--- config.mk ---
export PLATFORM = sky130hd
export DESIGN_NAME = queue_slot_allocator
export DESIGN_NICKNAME = d
export VERILOG_FILES = /design/src/design/qsa_pkg.sv /design/src/design/qsa_ram.sv /design/src/design/qsa_match.sv /design/src/design/queue_slot_allocator.sv
export SDC_FILE = /design/constraint.sdc
export NUM_CORES = 1
export LEC_CHECK = 0
export BUFFER_PORTS_ARGS = -buffer_cell sky130_fd_sc_hd__buf_2
export CORE_MARGIN = 1
export CORE_UTILIZATION = 55
export CTS_BUF_LIST = sky130_fd_sc_hd__clkbuf_4 sky130_fd_sc_hd__clkbuf_8
export DETAILED_ROUTE_END_ITERATION = 8
export PLACE_DENSITY = 0.79
export REMOVE_ABC_BUFFERS = 1
export SYNTH_ARGS = -nofsm -noshare
export SYNTH_HDL_FRONTEND = slang
export SYNTH_SLANG_ARGS = --single-unit
export TNS_END_PERCENT = 50
--- constraint.sdc ---
create_clock -name clk -period 11.96 [get_ports clk]
set_input_delay 1.794 -clock clk [delete_from_list [all_inputs] [get_ports clk]]
set_output_delay 1.794 -clock clk [all_outputs]
set_load 0.005 [all_outputs]
--- src/design/qsa_pkg.sv ---
package qsa_pkg;

    // Default sizes
    localparam int DEF_FAMILIES = 4;
    localparam int DEF_SLOTS    = 64;

    // Fixed register layout: three caps bits and seven count bits per family
    localparam int REG_FAMILIES   = 4;
    localparam int CAPS_BITS      = 3;
    localparam int COUNT_BITS     = 7;
    localparam int FAMILY_COUNT_W = 3;
    localparam int CAPS_W         = 12;
    localparam int COUNTS_W       = 28;
    localparam int CFG_INDEX_W    = 2;
    localparam int CFG_DATA_W     = 28;

    // Register indexes
    localparam logic [CFG_INDEX_W-1:0] CFG_FAMILY_COUNT = 2'd0;
    localparam logic [CFG_INDEX_W-1:0] CFG_FAMILY_CAPS  = 2'd1;
    localparam logic [CFG_INDEX_W-1:0] CFG_QUEUE_COUNTS = 2'd2;

    // Request codes
    localparam logic REQ_ACQUIRE = 1'b0;
    localparam logic REQ_RELEASE = 1'b1;

    localparam logic [1:0] KIND_COPY     = 2'd0;
    localparam logic [1:0] KIND_COMPUTE  = 2'd1;
    localparam logic [1:0] KIND_GRAPHICS = 2'd2;

    localparam logic [1:0] PRIO_NORMAL   = 2'd0;
    localparam logic [1:0] PRIO_HIGH     = 2'd1;
    localparam logic [1:0] PRIO_REALTIME = 2'd2;

    // Capability bits
    localparam logic [CAPS_BITS-1:0] CAP_GRAPHICS = 3'b001;
    localparam logic [CAPS_BITS-1:0] CAP_COMPUTE  = 3'b010;
    localparam logic [CAPS_BITS-1:0] CAP_TRANSFER = 3'b100;

    // Result status
    localparam logic [1:0] STATUS_OK        = 2'd0;
    localparam logic [1:0] STATUS_NOT_FOUND = 2'd1;
    localparam logic [1:0] STATUS_BAD_SLOT  = 2'd2;

    typedef struct packed {
        logic       req_type;
        logic [1:0] queue_kind;
        logic [1:0] wanted_priority;
        logic [1:0] release_family;
        logic [5:0] release_slot;
    } req_t;

    typedef struct packed {
        logic [1:0] status;
        logic [1:0] granted_family;
        logic [5:0] granted_slot;
    } result_t;

endpackage

--- src/design/qsa_ram.sv ---
module qsa_ram #(
    parameter int WIDTH = 64,
    parameter int DEPTH = 4,
    localparam int AW = (DEPTH > 1) ? $clog2(DEPTH) : 1
) (
    input  logic             clk,
    input  logic             rd_en,
    input  logic [AW-1:0]    rd_addr,
    output logic [WIDTH-1:0] rd_data,
    input  logic             wr_en,
    input  logic [AW-1:0]    wr_addr,
    input  logic [WIDTH-1:0] wr_data
);

    logic [WIDTH-1:0] mem [DEPTH];

    always_ff @(posedge clk)
    begin
        if (wr_en)
        begin
            mem[wr_addr] <= wr_data;
        end
        if (rd_en)
        begin
            rd_data <= mem[rd_addr];
        end
    end

endmodule

--- src/design/qsa_match.sv ---
// Finds the lowest free slot of one family whose priority matches.
module qsa_match #(
    parameter int SLOTS = 64,
    localparam int CW = $clog2(SLOTS + 1),
    localparam int SW = (SLOTS > 1) ? $clog2(SLOTS) : 1
) (
    input  logic [SLOTS-1:0] free_word,
    input  logic [CW-1:0]    count,
    input  logic [1:0]       prio,
    input  logic             eligible,
    output logic             found,
    output logic [SW-1:0]    slot
);

    logic [SLOTS-1:0] hit;
    logic [CW-1:0]    half;

    assign half = count >> 1;

    always_comb
    begin
        logic [1:0] p;
        for (int s = 0; s < SLOTS; s++)
        begin
            if (count == CW'(1))
            begin
                p = qsa_pkg::PRIO_NORMAL;
            end
            else if (count == CW'(2))
            begin
                p = (s == 0) ? qsa_pkg::PRIO_NORMAL : qsa_pkg::PRIO_HIGH;
            end
            else if (s == int'(count) - 1)
            begin
                p = qsa_pkg::PRIO_REALTIME;
            end
            else if (s < int'(half))
            begin
                p = qsa_pkg::PRIO_NORMAL;
            end
            else
            begin
                p = qsa_pkg::PRIO_HIGH;
            end
            hit[s] = eligible && free_word[s] && (s < int'(count)) && (p == prio);
        end
    end

    always_comb
    begin
        slot = '0;
        for (int s = SLOTS - 1; s >= 0; s--)
        begin
            if (hit[s])
            begin
                slot = SW'(s);
            end
        end
    end

    assign found = |hit;

endmodule

--- src/design/queue_slot_allocator.sv ---
// Queue slot allocator. One request per start; busy stays high until its
// result has been produced. The result appears on result for exactly one
// cycle with done high and must be taken then. The free map sits in a
// one-read, one-write RAM of one word per family, so an acquire examines one
// family per cycle, and a new start can be taken at the edge that ends the
// result cycle. An in-range release reads the word, then writes it back in
// S_REL, which also registers its result. A request settled from configuration
// alone (no families, unknown kind, release out of range) gives its result
// the next cycle and a new start may follow at once. No clearing pass after
// reset: per-family valid bits make an unwritten word read as all free.
module queue_slot_allocator #(
    parameter int FAMILIES         = qsa_pkg::DEF_FAMILIES,
    parameter int SLOTS_PER_FAMILY = qsa_pkg::DEF_SLOTS
) (
    input  logic                               clk,
    input  logic                               rst_n,
    input  logic                               start,
    output logic                               busy,
    input  qsa_pkg::req_t                      req,
    output logic                               done,
    output qsa_pkg::result_t                   result,
    input  logic                               cfg_valid,
    output logic                               cfg_ready,
    input  logic [qsa_pkg::CFG_INDEX_W-1:0]    cfg_index,
    input  logic [qsa_pkg::CFG_DATA_W-1:0]     cfg_data
);

    localparam int FW  = (FAMILIES > 1) ? $clog2(FAMILIES) : 1;
    localparam int NFW = $clog2(FAMILIES + 1);
    localparam int CW  = $clog2(SLOTS_PER_FAMILY + 1);
    localparam int SW  = (SLOTS_PER_FAMILY > 1) ? $clog2(SLOTS_PER_FAMILY) : 1;

    typedef enum logic [1:0] {
        S_IDLE,
        S_SCAN,
        S_REL
    } state_t;

    state_t state_reg, state_next;

    logic [qsa_pkg::FAMILY_COUNT_W-1:0] family_count_reg;
    logic [qsa_pkg::CAPS_W-1:0]         family_caps_reg;
    logic [qsa_pkg::COUNTS_W-1:0]       queue_counts_reg;

    logic             done_reg, done_next;
    qsa_pkg::result_t result_reg, result_next;
    logic [FW-1:0]    cur_f_reg, cur_f_next;
    logic [1:0]       kind_reg, kind_next;
    logic [1:0]       prio_reg, prio_next;
    logic [SW-1:0]    rel_slot_reg, rel_slot_next;
    logic [FAMILIES-1:0] valid_reg;
    logic             rd_valid_reg;

    logic                        rd_en, wr_en;
    logic [FW-1:0]               rd_addr, wr_addr;
    logic [SLOTS_PER_FAMILY-1:0] rd_data, wr_data, word, one_hot;

    logic [NFW-1:0] nf;
    logic [FW-1:0]  start_f;
    logic [CW-1:0]  rel_count, cur_count;
    logic           rel_ok, eligible, found;
    logic [SW-1:0]  slot;

    function automatic logic [CW-1:0] count_of(input int f);
        logic [qsa_pkg::COUNT_BITS-1:0] raw;
        raw = '0;
        for (int i = 0; i < qsa_pkg::REG_FAMILIES; i++)
        begin
            if (f == i)
            begin
                raw = queue_counts_reg[qsa_pkg::COUNT_BITS*i +: qsa_pkg::COUNT_BITS];
            end
        end
        if (int'(raw) > SLOTS_PER_FAMILY)
        begin
            return CW'(SLOTS_PER_FAMILY);
        end
        return CW'(raw);
    endfunction

    function automatic logic [qsa_pkg::CAPS_BITS-1:0] caps_of(input int f);
        logic [qsa_pkg::CAPS_BITS-1:0] c;
        c = '0;
        for (int i = 0; i < qsa_pkg::REG_FAMILIES; i++)
        begin
            if (f == i)
            begin
                c = family_caps_reg[qsa_pkg::CAPS_BITS*i +: qsa_pkg::CAPS_BITS];
            end
        end
        return c;
    endfunction

    function automatic logic [qsa_pkg::CAPS_BITS-1:0] need_of(input logic [1:0] kind);
        case (kind)
            qsa_pkg::KIND_COPY:     return qsa_pkg::CAP_TRANSFER;
            qsa_pkg::KIND_COMPUTE:  return qsa_pkg::CAP_COMPUTE;
            qsa_pkg::KIND_GRAPHICS: return qsa_pkg::CAP_GRAPHICS;
            default:                return '0;
        endcase
    endfunction

    // Configuration
    assign cfg_ready = 1'b1;

    always_ff @(posedge clk or negedge rst_n)
    begin
        if (!rst_n)
        begin
            family_count_reg <= '0;
            family_caps_reg  <= '0;
            queue_counts_reg <= '0;
        end
        else if (cfg_valid && cfg_ready)
        begin
            case (cfg_index)
                qsa_pkg::CFG_FAMILY_COUNT:
                    family_count_reg <= cfg_data[qsa_pkg::FAMILY_COUNT_W-1:0];
                qsa_pkg::CFG_FAMILY_CAPS:
                    family_caps_reg <= cfg_data[qsa_pkg::CAPS_W-1:0];
                qsa_pkg::CFG_QUEUE_COUNTS:
                    queue_counts_reg <= cfg_data[qsa_pkg::COUNTS_W-1:0];
                default:
                    ;
            endcase
        end
    end

    assign nf = (int'(family_count_reg) > FAMILIES) ? NFW'(FAMILIES) : NFW'(family_count_reg);
    assign start_f = FW'(nf - NFW'(1));

    // functions read the config registers directly
    always_comb
    begin
        rel_count = count_of(int'(req.release_family));
        rel_ok    = (int'(req.release_family) < int'(nf)) && (req.release_slot < rel_count);
        cur_count = count_of(int'(cur_f_reg));
        eligible  = |(caps_of(int'(cur_f_reg)) & need_of(kind_reg));
    end

    // Unwritten words read as all free
    assign word    = rd_valid_reg ? rd_data : '1;
    assign one_hot = {{(SLOTS_PER_FAMILY-1){1'b0}}, 1'b1} << rel_slot_reg;

    qsa_ram #(
        .WIDTH (SLOTS_PER_FAMILY),
        .DEPTH (FAMILIES)
    ) u_free_map (
        .clk     (clk),
        .rd_en   (rd_en),
        .rd_addr (rd_addr),
        .rd_data (rd_data),
        .wr_en   (wr_en),
        .wr_addr (wr_addr),
        .wr_data (wr_data)
    );

    qsa_match #(
        .SLOTS (SLOTS_PER_FAMILY)
    ) u_match (
        .free_word (word),
        .count     (cur_count),
        .prio      (prio_reg),
        .eligible  (eligible),
        .found     (found),
        .slot      (slot)
    );

    always_comb
    begin
        state_next    = state_reg;
        done_next     = 1'b0;
        result_next   = result_reg;
        cur_f_next    = cur_f_reg;
        kind_next     = kind_reg;
        prio_next     = prio_reg;
        rel_slot_next = rel_slot_reg;
        rd_en         = 1'b0;
        rd_addr       = cur_f_reg;
        wr_en         = 1'b0;
        wr_addr       = cur_f_reg;
        wr_data       = word;

        case (state_reg)
            S_IDLE:
            begin
                if (start)
                begin
                    kind_next     = req.queue_kind;
                    prio_next     = req.wanted_priority;
                    rel_slot_next = SW'(req.release_slot);
                    result_next   = '0;
                    if (req.req_type == qsa_pkg::REQ_RELEASE)
                    begin
                        if (rel_ok)
                        begin
                            rd_en      = 1'b1;
                            rd_addr    = FW'(req.release_family);
                            cur_f_next = FW'(req.release_family);
                            state_next = S_REL;
                        end
                        else
                        begin
                            done_next          = 1'b1;
                            result_next.status = qsa_pkg::STATUS_BAD_SLOT;
                        end
                    end
                    else if (nf == '0 || need_of(req.queue_kind) == '0)
                    begin
                        done_next          = 1'b1;
                        result_next.status = qsa_pkg::STATUS_NOT_FOUND;
                    end
                    else
                    begin
                        rd_en      = 1'b1;
                        rd_addr    = start_f;
                        cur_f_next = start_f;
                        state_next = S_SCAN;
                    end
                end
            end

            S_SCAN:
            begin
                if (found)
                begin
                    wr_en                      = 1'b1;
                    wr_data                    = word & ~({{(SLOTS_PER_FAMILY-1){1'b0}}, 1'b1} << slot);
                    done_next                  = 1'b1;
                    result_next.status         = qsa_pkg::STATUS_OK;
                    result_next.granted_family = 2'(cur_f_reg);
                    result_next.granted_slot   = 6'(slot);
                    state_next                 = S_IDLE;
                end
                else if (cur_f_reg == '0)
                begin
                    done_next          = 1'b1;
                    result_next.status = qsa_pkg::STATUS_NOT_FOUND;
                    state_next         = S_IDLE;
                end
                else
                begin
                    // move to the next lower family
                    cur_f_next = cur_f_reg - FW'(1);
                    rd_en      = 1'b1;
                    rd_addr    = cur_f_reg - FW'(1);
                end
            end

            S_REL:
            begin
                wr_en              = 1'b1;
                wr_data            = word | one_hot;
                done_next          = 1'b1;
                result_next.status = qsa_pkg::STATUS_OK;
                state_next         = S_IDLE;
            end

            default:
            begin
                state_next = S_IDLE;
            end
        endcase
    end

    always_ff @(posedge clk or negedge rst_n)
    begin
        if (!rst_n)
        begin
            state_reg    <= S_IDLE;
            done_reg     <= 1'b0;
            valid_reg    <= '0;
            rd_valid_reg <= 1'b0;
            cur_f_reg    <= '0;
            result_reg   <= '0;
            kind_reg     <= '0;
            prio_reg     <= '0;
            rel_slot_reg <= '0;
        end
        else
        begin
            state_reg    <= state_next;
            done_reg     <= done_next;
            cur_f_reg    <= cur_f_next;
            result_reg   <= result_next;
            kind_reg     <= kind_next;
            prio_reg     <= prio_next;
            rel_slot_reg <= rel_slot_next;
            if (rd_en)
            begin
                rd_valid_reg <= valid_reg[rd_addr];
            end
            if (wr_en)
            begin
                valid_reg[wr_addr] <= 1'b1;
            end
        end
    end

    assign busy   = (state_reg != S_IDLE);
    assign done   = done_reg;
    assign result = result_reg;

`ifndef ASSERT_OFF
    // a result only follows a started or running request
    a_done_cause: assert property (@(posedge clk) disable iff (!rst_n)
        done |-> ($past(start && !busy) || $past(busy)))
        else $error("result without a request");

    // free map is written back only at the end of a request
    a_write_busy: assert property (@(posedge clk) disable iff (!rst_n)
        wr_en |-> (busy && state_next == S_IDLE))
        else $error("free map write outside a request end");

    // read and write of the free map never share a cycle
    a_no_rw_overlap: assert property (@(posedge clk) disable iff (!rst_n)
        !(rd_en && wr_en))
        else $error("free map read and write overlap");

    // a found slot is reported as a granted result
    a_grant_write: assert property (@(posedge clk) disable iff (!rst_n)
        (state_reg == S_SCAN && found) |=> (done && result.status == qsa_pkg::STATUS_OK))
        else $error("grant lost");
`endif

endmodule

==> metrics.md, run 1 <==
| Metric | Value |
|---|---|
| Number of flip-flops in the largest register | ~260 |
| Slew Viols, Final | 0 |
| CTS Sinks | 393 |
| Final worst setup slack | 3.42 ns |
| Worst-skew pair later-pin latency | around 0.69 ns |
| Pin count of the biggest net entering global routing | a little over 100 |
| Pre-Repair DR Iteration Count | 6 |
| FMAX | 117 MHz |
| Final ANT Viol Nets | 0 |
| Crit path capture type | flip-flop |
| Ratio of cells with drive above 1 in the final layout | between 15 and 20% |
| Clock skew | ~0.04 ns |
| CTS HTree Levels | 2 |
| Setup total negative slack | 0 ns |
| Outcome | finished clean |
| Gr busiest metal | met2 |
| Worst setup path startpoint | cur_f_reg[0] |
| Starting Density | ~56% |
| Final Hold Viols | 0 |
| Worst-margin pin slew | roughly 1.4 ns |
| Sequential area share after synthesis | approximately half |
| EDFF count, synth | 320 |
| Register area | 0.0114 mm^2 |
| WL final | 82100 um |
| Die X | about 200 um |
| Syn Inst Count | 2009 |
| Fillers | slightly above 3000 |
| Placed Cells incl. Taps | between 2000 and 2500 |
| Diode count | 0 |
| Post-CTS setup buffers | 0 |
| Inserted Clock Buffers | 59 |
| R2r startpoint | cur_f_reg[0] |
| Vias | 18563 |
| Avg Inst Size Synth | roughly 11 um^2 |
| Die area | between 0.04 and 0.05 mm^2 |
| RSZ-0062 raised after global routing | false |
| Startpoint Class | flip-flop |
| Nets@finish | 2090 |
| CP Class | reg2reg |
| CTS tree | done |
| GRT Resource Usage Total | between 40 and 50% |
| DR vias/cell | 7.14 |
| Non-Filler Instances | 2600 |
| Setup-failing EPs final | 0 |
| Ys async rst share | a little under a fifth |
| Grt met2 use | about 58% |
| Pre-CTS setup slack | between 3 and 4 ns |
| Root Buffer Master | clkbuf_8 |
| Ports | 60 |
| Drt drc | 0 |
| Type of the most critical hold path | reg2reg |
| Post-Syn Area | between 0.02 and 0.025 mm^2 |
| Synthesis Warnings | 0 |
| Seq cells post-synth | ~400 |
| Max-cap viol count | 0 |
| Hold path startpoint | valid_reg[0] |
| Grt met3 use | a little under a tenth |
| Synth cell types | a little over 100 |
| Area of the multi-input gates | between 0.009 and 0.01 mm^2 |
| Initial antenna violation count | 0 |
| Routed WL per cell | roughly 32 um |
| Synth-to-Final Area Change | 8.85% |
| Hold Worst Slack | about 0.47 ns |
| Final Cycle Share | 71.4% |
| Worst EP arrival | around 9.0 ns |
| Clk buf depth | 3 |
| M1 GR Usage | about 56% |
| Clock Pin Slew Worst Setup and Hold Paths | ~0.060 ns |
| Global-route wire length before repair | 119000 um |
| Drt first-iter violations | 2915 |
| Die height | 202 um |
| PortBufs | 58 |
| CP Max Fanout | between 100 and 150 |
| Final Critical Period | 8.54 ns |
| Grt ovf | 0 |
| Total core area | approximately 0.04 mm^2 |
| Max_slew headroom | 5.73% |
| Post_cts resized | 0 |
| Rows | 72 |
| GP Congestion | 1.05 |
| Most used flip-flop cell after synthesis | edfxtp_1 |
| Vias in the first global route | approximately 18000 |
| Hold_buf cts | 0 |
| CP required | 12.37 ns |
| Post-DP HPWL | 58000 um |
==> cells by family (layout without fill, tap and decap cells) <==
| group | Yosys count | count (layout) | synth area share (%) |
|---|---|---|---|
| DFF | 393 | 393 | 52.0 |
| other | 1 | 1 | 0.0170 |
| adders and majority gates | 11 | 11 | 0.625 |
| muxes | 218 | 218 | 11.4 |
| buffers and inverters | 166 | 239 | 3.63 |
| and+or+nand+nor | 686 | 686 | 16.2 |
| AOI/OAI and AO/OA | 534 | 534 | 16.2 |
==> placed cells by master, fill, tap and decap left out, types with 20 or more instances in the layout <==
cell	Yosys	final
buf_2	26	57
nor2b_1	24	23
edfxtp_1	320	320
mux2i_1	90	90
nor2_1	194	193
a31oi_1	39	39
mux2_1	29	29
and3_1	20	20
nor3_1	49	45
dfrtp_1	73	73
a21oi_1	160	158
nand3_1	49	49
nand2_1	127	127
nand4_1	35	35
nor4_1	25	25
o211ai_1	25	25
buf_4	6	49
mux2_2	84	84
o21ai_0	83	82
clkbuf_8	0	65
nand2b_1	57	57
==> per-stage QoR <==
stage	instance area (um^2)	util, %
CTS	24000	61.3
global route	24000	61.3
finish	24000	61.3
global placement	22700	58.0
detailed placement	22700	58.0
floorplan	21300	-
==> per-layer routing <==
layer | vias up | share of wire, %
met5 | - | 0
met4 | 0 | 5.5
met3 | 265 | 12
met2 | 1362 | 43
met1 | 9104 | 40
li1 | 7832 | -
==> path summary, 6_finish.rpt <==
kind / slack [ns] / endpoint / cells after the start
setup / recovery: 3.42 / u_free_map.rd_data[9] / 15
hold / removal: 0.47 / valid_reg[0] / 1
setup reg to reg: 3.42 / u_free_map.rd_data[9] / 15
hold reg to reg: 0.47 / valid_reg[0] / 1
max in group asynchronous: 10.07 / result[5] / 1
min in group asynchronous: 1.28 / queue_counts_reg[12] / 1
==> critical path, stage by stage, from the launching register on <==
cell and delay [ns]:
dfrtp_1 1.05, mux4_2 0.61, buf_4 0.35, nor4_4 0.78, a21oi_2 0.44, o221ai_2 0.68, a311o_1 0.38, o41ai_1 0.22
nor4_2 0.47, nand4_1 0.22, or3_1 0.58, a311oi_4 1.12, buf_12 0.54, mux2_2 0.40, nor2_1 0.13, a21oi_1 0.06
==> final cells by class <==
class	instances	area share (%)
inverters	21	0.329
multi-input cells	1450	41.1
clock buffers	75	4.05
clock inverters	36	1.26
well taps	518	2.71
flip-flops and latches	393	47.7
repair buffers	107	2.81
==> cells in the mapped netlist (all sizes together), types with 7 or more instances <==
library cell	instances	area share [%]
o211ai	25	0.85
a2111oi	8	0.32
a31oi	39	1.1
dfrtp	73	8.3
a21o	13	0.44
and2	19	0.54
inv	19	0.32
nand2	127	2.2
a31o	11	0.44
o21ai	95	2.2
o221ai	7	0.31
a32oi	10	0.43
a32o	8	0.36
a221oi	10	0.40
nor3	52	1.3
a21oi	162	3.7
mux2	113	5.8
ha	11	0.63
mux2i	90	4.1
a211oi	18	0.61
nor2	194	3.3
or2	16	0.45
nor2b	24	0.68
or3	15	0.43
o2111ai	9	0.36
buf	57	1.8
o311ai	7	0.28
nand4	35	0.99
mux4	15	1.5
clkbuf	88	1.5
o22ai	19	0.54
nand2b	57	1.6
nand3b	7	0.24
nor3b	10	0.34
nor4	30	1.1
or4	8	0.29
edfxtp	320	44
o32ai	9	0.36
nand3	49	1.1
a211o	9	0.36
a21boi	8	0.27
and3	20	0.57
Power of run 1 is left out: the tool's default activity adds up to more than one toggle a clock period on the data nets, which glitch-free logic cannot reach.
==> run 2, diff against run 1 <==
--- a/config.mk
+++ b/config.mk
@@ -5,6 +5,7 @@
 export SDC_FILE = /design/constraint.sdc
 export NUM_CORES = 1
 export LEC_CHECK = 0
+export ABC_AREA = 1
 export BUFFER_PORTS_ARGS = -buffer_cell sky130_fd_sc_hd__buf_2
 export CORE_MARGIN = 1
 export CORE_UTILIZATION = 55
==> constraint.sdc (replaced) <==
create_clock -name clk -period 8.1 [get_ports clk]
set_input_delay 1.215 -clock clk [delete_from_list [all_inputs] [get_ports clk]]
set_output_delay 1.215 -clock clk [all_outputs]
set_load 0.005 [all_outputs]
==> run 2 against run 1 <==
Hold slack worse by 0.0013 ns. First-iteration DRC count decreased by 3.5%. Sequential share of layout area shrank 2.0 points.
==> metrics.md, run 2 <==
| Metric | Value |
|---|---|
| Final Hold Viols | 0 |
| Commonest non-fill, non-tap cell in the layout | nor2_1 |
| Avg Inst Size Synth | 8.48 um^2 |
| Outcome | finished clean |
| CP Class | reg2reg |
| GRT Resource Usage Total | around two fifths |
| Clock skew | 0.0553 ns |
| GP Congestion | 1.05 |
| Die height | 201 um |
| Syn Inst Count | about 2600 |
| Hold Path Cell Cnt | 1 |
| Final Critical Period | 7.37 ns |
| Hold endpoint | valid_reg[0] |
| Inserted Clock Buffers | 66 |
| Critical path's most frequent cell | nand2_1 |
| Post-Syn Area | ~0.022 mm^2 |
| CP required | about 8.5 ns |
| Synth cell types | between 60 and 70 |
| Worst path slowest cell | dfrtp_2 |
| Clk buf depth | 3 |
| Final Cycle Share | about nine tenths |
| Worst reg2reg endpoint | u_free_map.mem[3][30] |
| PortBufs | 58 |
| Synthesis Warnings | 0 |
| Non-Filler Instances | 3278 |
| Setup-failing EPs final | 0 |
| Most used flip-flop cell after synthesis | edfxtp_1 |
| Sequential area share after synthesis | between 50% and 60% |
| R2r startpoint | cur_f_reg[0] |
| Grt ovf | 0 |
| Max_slew headroom | roughly 27% |
| Slew Viols, Final | 0 |
| FMAX | roughly 140 MHz |
| Worst-margin pin slew | roughly 1.1 ns |
| Initial antenna violation count | 8 |
| Die area | slightly above 0.04 mm^2 |
| Ys async rst share | roughly 19% |
| WL final | about 80000 um |
| Die X | 201 um |
| Nets@finish | between 2000 and 3000 |
| Seq cells post-synth | ~390 |
| Crit path capture type | flip-flop |
| Vias in the first global route | 19673 |
| Hold path startpoint | valid_reg[0] |
| Most instantiated cells after synthesis | nor2_1, nand2_1, edfxtp_1, o21ai_0, inv_1 |
| Rows | 72 |
| Ratio of cells with drive above 1 in the final layout | about 15% |
| Share of the synthesized area in the top cell type | a little over two fifths |
| Flop2flop setup slack | around 0.73 ns |
| Ports | 60 |
| Clock Pin Slew Worst Setup and Hold Paths | ~0.060 ns |
| Type of the most critical hold path | reg2reg |
| CTS tree | done |
| Final worst setup slack | ~0.73 ns |
| CP Max Fanout | 11 |
| CTS HTree Levels | 3 |
| Vias | 20658 |
| Dominant cell by count in the synthesized netlist | nor2_1 |
| DR vias/cell | roughly 6.3 |
| Cell count of the worst reg-to-reg path | slightly above 80 |
| Area leader, netlist | edfxtp_1 |
| Pin count of the biggest net entering global routing | 74 |
| Slowest stage delay, CP | 0.49 ns |
| Pre-CTS setup slack | 0.287 ns |
| Drt first-iter violations | 2814 |
| EDFF count, synth | 320 |
| CTS Sinks | between 300 and 400 |
| Starting Density | a little under three fifths |
| Most frequent cells in the layout | nor2_1, nand2_1, edfxtp_1 |
| Total core area | slightly below 0.04 mm^2 |
| Post-DP HPWL | just under 60000 um |
| Synth area leaders | edfxtp_1, nor2_1, dfrtp_1, nand2_1, o21ai_0 |
| Number of flip-flops in the largest register | about 260 |
| Placed Cells incl. Taps | roughly 3200 |
| Hold Worst Slack | around 0.47 ns |
| Global-route wire length before repair | between 100000 and 150000 um |
| Drt drc | 0 |
| Worst EP arrival | between 7 and 8 ns |
| Root Buffer Master | clkbuf_8 |
| Worst-skew pair later-pin latency | roughly 0.66 ns |
| Synth-to-Final Area Change | 14.4% |
| RSZ-0062 raised after global routing | false |
| Max-cap viol count | 0 |
| Final ANT Viol Nets | 0 |
| Routed WL per cell | between 20 and 25 um |
| Startpoint Class | flip-flop |
| Pre-Repair DR Iteration Count | 8 |
==> run 2: cell types whose count changed after synthesis, moves of 25 or more <==
cell,previous run,this run
mux2_1,29,0
nand2_1,127,414
mux2_2,84,10
xor2_1,0,25
inv_1,19,207
o32ai_1,9,65
a31oi_1,39,5
nor2_1,194,535
nand2b_1,57,0
mux2i_1,90,0
nand3_1,49,119
o21ai_0,83,214
==> run 2: kinds of logic (layout without fill, tap and decap cells) <==
logic type	after synthesis	count (layout)	synth area share, %
other cells	1	5	0.0172
mux	10	10	0.516
fa+ha+maj	11	11	0.630
compound gates	543	543	14.9
flops	393	393	52.4
buf+inv	358	538	6.32
xor+xnor	25	25	1.00
simple gates	1235	1235	24.3
==> run 2: critical path: cells and delay by family, from the launching register on <==
family | cells | cell delay, ns
AND/OR/NAND/NOR | 77 | 5.63
AO/OA/AOI/OAI | 2 | 0.62
flip-flops | 1 | 0.49
buffers and inverters | 2 | 0.35
==> run 2: final cells by class <==
type	instances	area [um^2]
diodes	4	10.0
clock buffers	90	1110
clock inverters	25	256
fillers	3212	13900
inverters	224	843
multi-input cells	1825	9100
flip-flops and latches	393	11400
well taps	518	648
repair buffers	199	1580
==> run 2: per-stage QoR <==
| stage | instance area (um^2) | util (%) | TNS, ns |
|---|---|---|---|
| 6_report | 25000 | 64.2 | 0 |
| 5_1_grt | 25000 | 64.2 | 0 |
| 4_1_cts | 24900 | 64.0 | 0 |
| 3_5_place_dp | 23500 | 60.5 | 0 |
| 3_3_place_gp | 23500 | 60.5 | 0 |
| 2_1_floorplan | 21300 | - | -161.95 |
==> run 2: how the worst max path moves through the flow <==
stage | from | end | slack (ns) | cells after the start
floorplan | cur_f_reg[0] | rd_valid_reg | -2.48 | 33
global route | cur_f_reg[0] | u_free_map.mem[3][28] | 0.03 | 83
detailed placement | cur_f_reg[1] | u_free_map.mem[3][60] | 0.29 | 84
finish | cur_f_reg[0] | u_free_map.mem[3][30] | 0.73 | 81
CTS | cur_f_reg[1] | u_free_map.mem[3][62] | 0.26 | 83
global placement | cur_f_reg[1] | u_free_map.mem[1][62] | 0.27 | 83
==> run 2: timing repair <==
item                                    in CTS  in global routing
buffers inserted                             0                  5
gates resized for setup                      0                  7
endpoints found under the setup margin       0                248
hold buffers                                 0                  0
==> run 2: per-layer routing <==
layer  track usage, %  wire [um]
met1             52.2      30800
met2             58.7      34900
met3             11.4       9930
met4             24.1       4910
met5                0         33
Power of run 2 is left out for the same reason.
